<file path="config.mk">
export PLATFORM = sky130hd
export DESIGN_NAME = nearest_template_digit_classifier_core
export DESIGN_NICKNAME = d
export VERILOG_FILES = /design/src/hdl/ntdc_pkg.sv /design/src/hdl/ntdc_cell.sv /design/src/hdl/nearest_template_digit_classifier_core.sv
export SDC_FILE = /design/constraint.sdc
export NUM_CORES = 2
export LEC_CHECK = 0
export BUFFER_PORTS_ARGS = -buffer_cell sky130_fd_sc_hd__clkbuf_2
export CAP_MARGIN = 20
export CORE_MARGIN = 10
export CORE_UTILIZATION = 60
export DETAILED_ROUTE_END_ITERATION = 16
export HOLD_SLACK_MARGIN = 0.12
export PLACE_DENSITY_LB_ADDON = 0.2
export SYNTH_ARGS = -nofsm -noshare
export SYNTH_HDL_FRONTEND = slang
export SYNTH_SLANG_ARGS = --single-unit
</file>
<file path="constraint.sdc">
create_clock -name clk -period 10.3 [get_ports clk]
set_input_delay 2.06 -clock clk [delete_from_list [all_inputs] [get_ports clk]]
set_output_delay 2.06 -clock clk [all_outputs]
set_load 0.01 [all_outputs]
</file>
<file path="src/hdl/ntdc_pkg.sv">
// shared types, constants and the digit template table for the classifier
// no dependencies
package ntdc_pkg;

	localparam int NUM_CLASSES   = 10;
	localparam int MAX_FEATURES  = 13;
	localparam int TMPL_ROWS     = 10;
	localparam int TMPL_COLS     = 13;

	localparam int FEAT_W = 8;
	localparam int DIST_W = 16;
	localparam int CHAR_W = 7;
	localparam int CLS_W  = (NUM_CLASSES > 1) ? $clog2(NUM_CLASSES) : 1;
	localparam int POS_W  = $clog2(MAX_FEATURES + 1);
	localparam int ROW_W  = $clog2(TMPL_ROWS);
	localparam int COL_W  = $clog2(TMPL_COLS);

	localparam logic [DIST_W-1:0] DIST_SAT      = 16'd65535;
	localparam logic [CHAR_W-1:0] ASCII_ZERO    = 7'd48;
	localparam logic [CHAR_W-1:0] NO_MATCH_CHAR = 7'd110;

	typedef logic [FEAT_W-1:0] tmpl_row_t [TMPL_COLS];

	localparam tmpl_row_t TMPL [TMPL_ROWS] = '{
		'{8'd3,  8'd2,  8'd10, 8'd12, 8'd10, 8'd8,  8'd4,  8'd2,  8'd51, 8'd5, 8'd3, 8'd7, 8'd14},
		'{8'd8,  8'd9,  8'd12, 8'd11, 8'd8,  8'd12, 8'd6,  8'd11, 8'd70, 8'd7, 8'd5, 8'd8, 8'd8},
		'{8'd11, 8'd13, 8'd4,  8'd12, 8'd9,  8'd5,  8'd14, 8'd12, 8'd80, 8'd3, 8'd3, 8'd0, 8'd8},
		'{8'd10, 8'd13, 8'd6,  8'd12, 8'd6,  8'd10, 8'd10, 8'd11, 8'd78, 8'd3, 8'd3, 8'd8, 8'd8},
		'{8'd5,  8'd12, 8'd9,  8'd12, 8'd14, 8'd14, 8'd6,  8'd13, 8'd85, 8'd5, 8'd7, 8'd8, 8'd8},
		'{8'd9,  8'd4,  8'd14, 8'd11, 8'd7,  8'd8,  8'd9,  8'd12, 8'd74, 8'd7, 8'd3, 8'd8, 8'd8},
		'{8'd13, 8'd13, 8'd15, 8'd11, 8'd8,  8'd8,  8'd12, 8'd12, 8'd92, 8'd6, 8'd3, 8'd8, 8'd0},
		'{8'd8,  8'd14, 8'd3,  8'd10, 8'd7,  8'd4,  8'd8,  8'd0,  8'd54, 8'd4, 8'd2, 8'd8, 8'd8},
		'{8'd3,  8'd2,  8'd10, 8'd12, 8'd10, 8'd8,  8'd4,  8'd2,  8'd51, 8'd8, 8'd6, 8'd7, 8'd14},
		'{8'd11, 8'd9,  8'd12, 8'd12, 8'd8,  8'd12, 8'd7,  8'd7,  8'd78, 8'd5, 8'd3, 8'd7, 8'd14}
	};

	// word handed from cell to cell: one feature byte plus the running best
	typedef struct packed {
		logic              valid;
		logic              last;
		logic              en;
		logic [POS_W-1:0]  pos;
		logic [FEAT_W-1:0] feature;
		logic [DIST_W-1:0] best_dist;
		logic [CHAR_W-1:0] best_char;
	} word_t;

	function automatic logic [FEAT_W-1:0] tmpl_at(input logic [CLS_W-1:0] cls,
			input logic [POS_W-1:0] pos);
		logic [FEAT_W-1:0] v;
		v = '0;
		if (32'(cls) < TMPL_ROWS && 32'(pos) < TMPL_COLS) begin
			v = TMPL[ROW_W'(cls)][COL_W'(pos)];
		end
		return v;
	endfunction

endpackage

</file>
<file path="src/hdl/ntdc_cell.sv">
// one class cell: squared difference, saturating accumulation, best-so-far update
// depends on ntdc_pkg
module ntdc_cell (
	input  logic                       clk,
	input  logic                       arst_n,
	input  logic                       advance,
	input  logic [ntdc_pkg::CLS_W-1:0] class_idx,
	input  ntdc_pkg::word_t            word_in,
	output ntdc_pkg::word_t            word_out
);

	ntdc_pkg::word_t                word_s1;
	logic [ntdc_pkg::DIST_W-1:0]    sq_s1;
	ntdc_pkg::word_t                word_s2;
	logic [ntdc_pkg::DIST_W-1:0]    acc_q;

	logic [ntdc_pkg::FEAT_W-1:0]    tmpl_v;
	logic [ntdc_pkg::FEAT_W-1:0]    diff;
	logic [ntdc_pkg::DIST_W:0]      sum;
	logic [ntdc_pkg::DIST_W-1:0]    acc_next;
	ntdc_pkg::word_t                word_nxt;

	always_comb begin
		tmpl_v = ntdc_pkg::tmpl_at(class_idx, word_in.pos);
		diff   = (word_in.feature >= tmpl_v) ? (word_in.feature - tmpl_v)
			: (tmpl_v - word_in.feature);
	end

	// stage one: square the difference
	always_ff @(posedge clk or negedge arst_n) begin
		if (!arst_n) begin
			word_s1 <= '0;
			sq_s1   <= '0;
		end else if (advance) begin
			word_s1 <= word_in;
			sq_s1 <= word_in.en ? (ntdc_pkg::DIST_W'(diff) * ntdc_pkg::DIST_W'(diff)) : '0;
		end
	end

	// stage two: accumulate with saturation and fold into the running best
	always_comb begin
		sum      = {1'b0, acc_q} + {1'b0, sq_s1};
		acc_next = sum[ntdc_pkg::DIST_W] ? ntdc_pkg::DIST_SAT : sum[ntdc_pkg::DIST_W-1:0];
		word_nxt = word_s1;
		if (word_s1.last && acc_next < word_s1.best_dist) begin
			word_nxt.best_dist = acc_next;
			word_nxt.best_char = ntdc_pkg::ASCII_ZERO + ntdc_pkg::CHAR_W'(class_idx);
		end
	end

	always_ff @(posedge clk or negedge arst_n) begin
		if (!arst_n) begin
			acc_q   <= '0;
			word_s2 <= '0;
		end else if (advance) begin
			word_s2 <= word_nxt;
			if (word_s1.valid) begin
				acc_q <= word_s1.last ? '0 : acc_next;
			end
		end
	end

	assign word_out = word_s2;

endmodule

</file>
<file path="src/hdl/nearest_template_digit_classifier_core.sv">
// top level: position tracking, the chain of class cells and the result register
// depends on ntdc_pkg and ntdc_cell
//
// Usage:
//   Input channel: feature_value with last_feature, under in_valid / in_stall.
//   One feature byte is taken per cycle while in_stall is low; bytes past the
//   thirteenth of a vector add nothing, and last_feature closes the vector.
//   Output channel: result_char under out_valid / out_stall, one word per
//   vector: '0'..'9' for the nearest template, 'n' if every distance saturated.
//   Throughput: one input word per cycle while in_stall is low.
//   Path: a last feature is taken into the first cell's square register at the
//   accepting edge, then passes through each class cell in turn (square, then
//   accumulate and compare), and the result register loads once it leaves the
//   tenth cell.
//   Reset: clears all distances, the position count and every valid flag.
//   Stall: a waiting result sits in the output register while later words keep
//   moving; the chain only halts when a second result reaches its end while
//   the first is still held, and then in_stall rises.
module nearest_template_digit_classifier_core (
	input  logic                          clk,
	input  logic                          arst_n,
	input  logic                          in_valid,
	output logic                          in_stall,
	input  logic [ntdc_pkg::FEAT_W-1:0]   feature_value,
	input  logic                          last_feature,
	output logic                          out_valid,
	input  logic                          out_stall,
	output logic [ntdc_pkg::CHAR_W-1:0]   result_char
);

	ntdc_pkg::word_t             chain [ntdc_pkg::NUM_CLASSES+1];
	logic [ntdc_pkg::POS_W-1:0]  pos_q;
	logic                        advance;
	logic                        accept;
	logic                        end_last;
	logic                        out_valid_q;
	logic [ntdc_pkg::CHAR_W-1:0] result_q;

	assign end_last = chain[ntdc_pkg::NUM_CLASSES].valid && chain[ntdc_pkg::NUM_CLASSES].last;
	assign advance  = !(out_valid_q && out_stall && end_last);
	assign in_stall = !advance;
	assign accept   = in_valid && advance;

	always_ff @(posedge clk or negedge arst_n) begin
		if (!arst_n) begin
			pos_q <= '0;
		end else if (accept) begin
			if (last_feature) begin
				pos_q <= '0;
			end else if (32'(pos_q) < ntdc_pkg::MAX_FEATURES) begin
				pos_q <= pos_q + 1'b1;
			end
		end
	end

	always_comb begin
		chain[0].valid     = accept;
		chain[0].last      = last_feature;
		chain[0].en        = 32'(pos_q) < ntdc_pkg::MAX_FEATURES;
		chain[0].pos       = pos_q;
		chain[0].feature   = feature_value;
		chain[0].best_dist = ntdc_pkg::DIST_SAT;
		chain[0].best_char = ntdc_pkg::NO_MATCH_CHAR;
	end

	for (genvar i = 0; i < ntdc_pkg::NUM_CLASSES; i++) begin : g_cell
		ntdc_cell u_cell (
			.clk       (clk),
			.arst_n    (arst_n),
			.advance   (advance),
			.class_idx (ntdc_pkg::CLS_W'(i)),
			.word_in   (chain[i]),
			.word_out  (chain[i+1])
		);
	end

	always_ff @(posedge clk or negedge arst_n) begin
		if (!arst_n) begin
			out_valid_q <= 1'b0;
		end else if (advance && end_last) begin
			out_valid_q <= 1'b1;
		end else if (!out_stall) begin
			out_valid_q <= 1'b0;
		end
	end

	always_ff @(posedge clk) begin
		if (advance && end_last) begin
			result_q <= chain[ntdc_pkg::NUM_CLASSES].best_char;
		end
	end

	assign out_valid   = out_valid_q;
	assign result_char = result_q;

endmodule
</file>
==> implementation parameters <==
Parameter                              Value

Outcome
  Run status    finished, final reports clean

Critical path
  CP Data Required Time    10920 ps
  Worst setup path category    in2reg
  Launch point of the critical path    feature_value[0]
  Worst reg2reg path startpoint    pos_q[0]
  Crit-path max FO    10
  Crit end category    flop
  Arrival time of data at the critical path endpoint    8970 ps
  Length in cells of the worst reg-to-reg path    28
  FF-to-FF setup slack    2110 ps
  Capturing point of the worst reg2reg path    g_cell[0].u_cell.sq_s1[15]
  Kind of launch point of the worst setup path    input pin

Timing
  Setup TNS Final    0 ps
  Minimum hold slack    447 ps
  Slew at the pin closest to its max-slew limit    1260 ps
  Final period util    0.810
  Final hold viol count    0
  Setup repair after global routing missed its margin    false
  Final Worst Setup Slack    1950 ps
  Time the final worst path needs with I/O delays and setup    8350 ps
  Maximum achievable frequency    120 MHz
  Normalized max-slew margin    0.163
  Setup-failing EPs final    0
  Number of max-slew violations in the final report    0
  Worst Skew    27.8 ps

Yosys
  Main flop type after synthesis    dfrtp_1
  Post-synthesis sequential area ratio    0.351
  Fraction of registers with async set/reset    0.993
  Number of enable flip-flop cells after synthesis    7
  Combined area of all synthesized cells    70400 sq um
  Top cell type's share of synthesized area    0.348
  Net count after synthesis    8952
  Synth area leader    dfrtp_1
  Register bit count reported by yosys    988
  Warning count from the yosys run    0
  Number of instances in the synthesized netlist    7907
  Largest cells by area after synthesis    dfrtp_1 (35%), ha_1 (14%), fa_1 (7.7%), nand2_1 (7.6%), inv_1 (4.6%)
  Mean cell area of the mapped netlist    8.91 sq um
  Distinct cell type count after synthesis    97

Place
  Worst-case setup slack after placement    1200 ps
  Global placer's final weighted congestion    0.883
  Count of buffers from port buffering    21
  Cell Area, Placed    71800 sq um
  Post-detailed-placement half-perimeter wirelength    117000 um

Cells and area
  Ratio of cells with drive above 1 in the final layout    0.0530
  Final non-filler cell area    75500 sq um
  Most frequent cells in the layout    nand2_1 (1418), dfrtp_1 (981), inv_1 (853), ha_1 (762), o21ai_0 (631)
  Diode count    0
  Signed area change from the synthesized netlist to the final layout    7.20%
  Leading cell type in the layout, fill and taps excluded    nand2_1
  Nets    8842

GRT
  Total overflow reported by the global router    0
  Via count of the first global-routing pass    53434
  First-pass GRT wire length    266000 um
  Initial antenna violation count    0
  Largest net degree at the start of global routing    222
  All-Layer GR Usage    0.241

Worst hold path
  Hold WC Path Type    reg2reg
  Hold Path Cell Cnt    0
  Hold Startpoint    g_cell[9].u_cell.word_out[1]
  Worst hold path endpoint    result_char[1]

CTS
  Cts hold-fix bufs    0
  TritonCTS clock tree    yes
  Clock Tree Buf Depth    3
  Clock transition at the register clock pins on the worst setup and hold paths after CTS    60 ps
  Maximum level of the CTS H-tree    3
  Clock sink total    988
  Resize count post-CTS    0
  Root Buffer    clkbuf_16
  Clock Latency Late Sink    740 ps
  Buffer count from post-CTS setup fixing    0
  Number of buffers added by the clock tree synthesis step    107

Detailed routing
  Number of routed nets with antenna violations    0
  WL/cell    16.8 um
  Total vias in the final route    53836
  Total Wirelength    158000 um
  Post-route DRC violation count    0
  First-iteration detailed-routing DRC count    3445
  Detailed Routing Iterations Pass 1    9
  Average vias per placed instance    5.72

Job
  Max cap viols    0

Floorplanning
  Core Region    116000 sq um
  Chip Width    363 um
  Std-Cell Rows    125
  Num ports    22
  Starting density of the core    0.605
  Vert. Die Dim    363 um
  Full die area    132000 sq um
## cell families after synthesis
family / count (synthesis) / share of synthesized area
AND/OR/NAND/NOR: 2586 / 0.159
adder cells (fa/ha/maj): 1032 / 0.212
flip-flops: 988 / 0.351
XOR/XNOR: 322 / 0.0400
buffers and inverters: 1160 / 0.0624
multiplexers: 122 / 0.0179
AO/OA/AOI/OAI: 1697 / 0.157
## Yosys cell counts (all sizes together) (20+ instances only)
cell    number
a211oi      42
a21o       147
a21oi      289
a22o       160
a31oi       47
and3        31
buf         28
clkbuf     278
dfrtp      981
fa         270
ha         762
inv        854
mux2i      109
nand2     1419
nand2b     104
nand3      168
nand3b      24
nand4       43
nor2       472
nor2b       58
nor3        97
nor3b       20
o211ai      22
o21a        41
o21ai      636
o21bai      43
o311ai      80
or2         87
xnor2      191
xor2       131
## metrics by stage
step | util | cells
2_1_floorplan | - | 7907
3_3_place_gp | 0.617 | 9204
3_5_place_dp | 0.617 | 9205
4_1_cts | 0.649 | 9403
5_1_grt | 0.649 | 9410
6_report | 0.649 | 9410
## layout make-up
| class | instances | area [sq um] |
|---|---|---|
| inverters | 854 | 3210 |
| flip-flops and latches | 988 | 24800 |
| well taps | 1524 | 1910 |
| clock inverters | 49 | 618 |
| repair buffers | 87 | 699 |
| multi-input cells | 5759 | 41300 |
| fillers | 9664 | 40800 |
| clock buffers | 149 | 3020 |
## worst max-delay path, cell delays in order
cell	delay [ps]
clkbuf_2	100
inv_1	70
ha_1	140
inv_1	60
fa_1	390
a21o_1	180
a21oi_1	220
o21ai_0	140
a21boi_2	430
mux2i_1	330
o221ai_1	170
xnor2_1	690
or2_2	240
fa_1	400
inv_1	110
fa_1	450
fa_1	540
inv_1	60
fa_1	520
inv_1	40
ha_1	360
nand2_1	70
nand2_1	60
a31o_2	110
a41oi_1	160
a211o_1	290
or3_1	300
a32o_1	240
## registers in the layout, indices dropped and copies added (netlist names)
signal,count
out_valid,1
g_cell.u_cell.acc_q,160
g_cell.u_cell.word_nxt,137
pos_q,4
result_char,7
g_cell.u_cell.word_out,336
g_cell.u_cell.word_s1,193
g_cell.u_cell.sq_s1,150
## per-layer routing
layer | global-route usage | part of all wire | up-vias
met4 | 0.0868 | 0.038 | 0
met3 | 0.0275 | 0.030 | 305
met2 | 0.416 | 0.49 | 849
met5 | 0 | 0 | -
li1 | - | - | 26420
met1 | 0.311 | 0.44 | 26262
## how the worst max path moves through the flow
| stage | to |
|---|---|
| after floorplan | g_cell[0].u_cell.sq_s1[15] |
| after global placement | g_cell[0].u_cell.sq_s1[15] |
| after detailed placement | g_cell[0].u_cell.sq_s1[15] |
| after CTS | g_cell[0].u_cell.sq_s1[15] |
| after global routing | g_cell[0].u_cell.sq_s1[15] |
| final | g_cell[0].u_cell.sq_s1[15] |
Power is left out: the tool's default activity adds up to more than one toggle a clock period on the data nets, which glitch-free logic cannot reach.
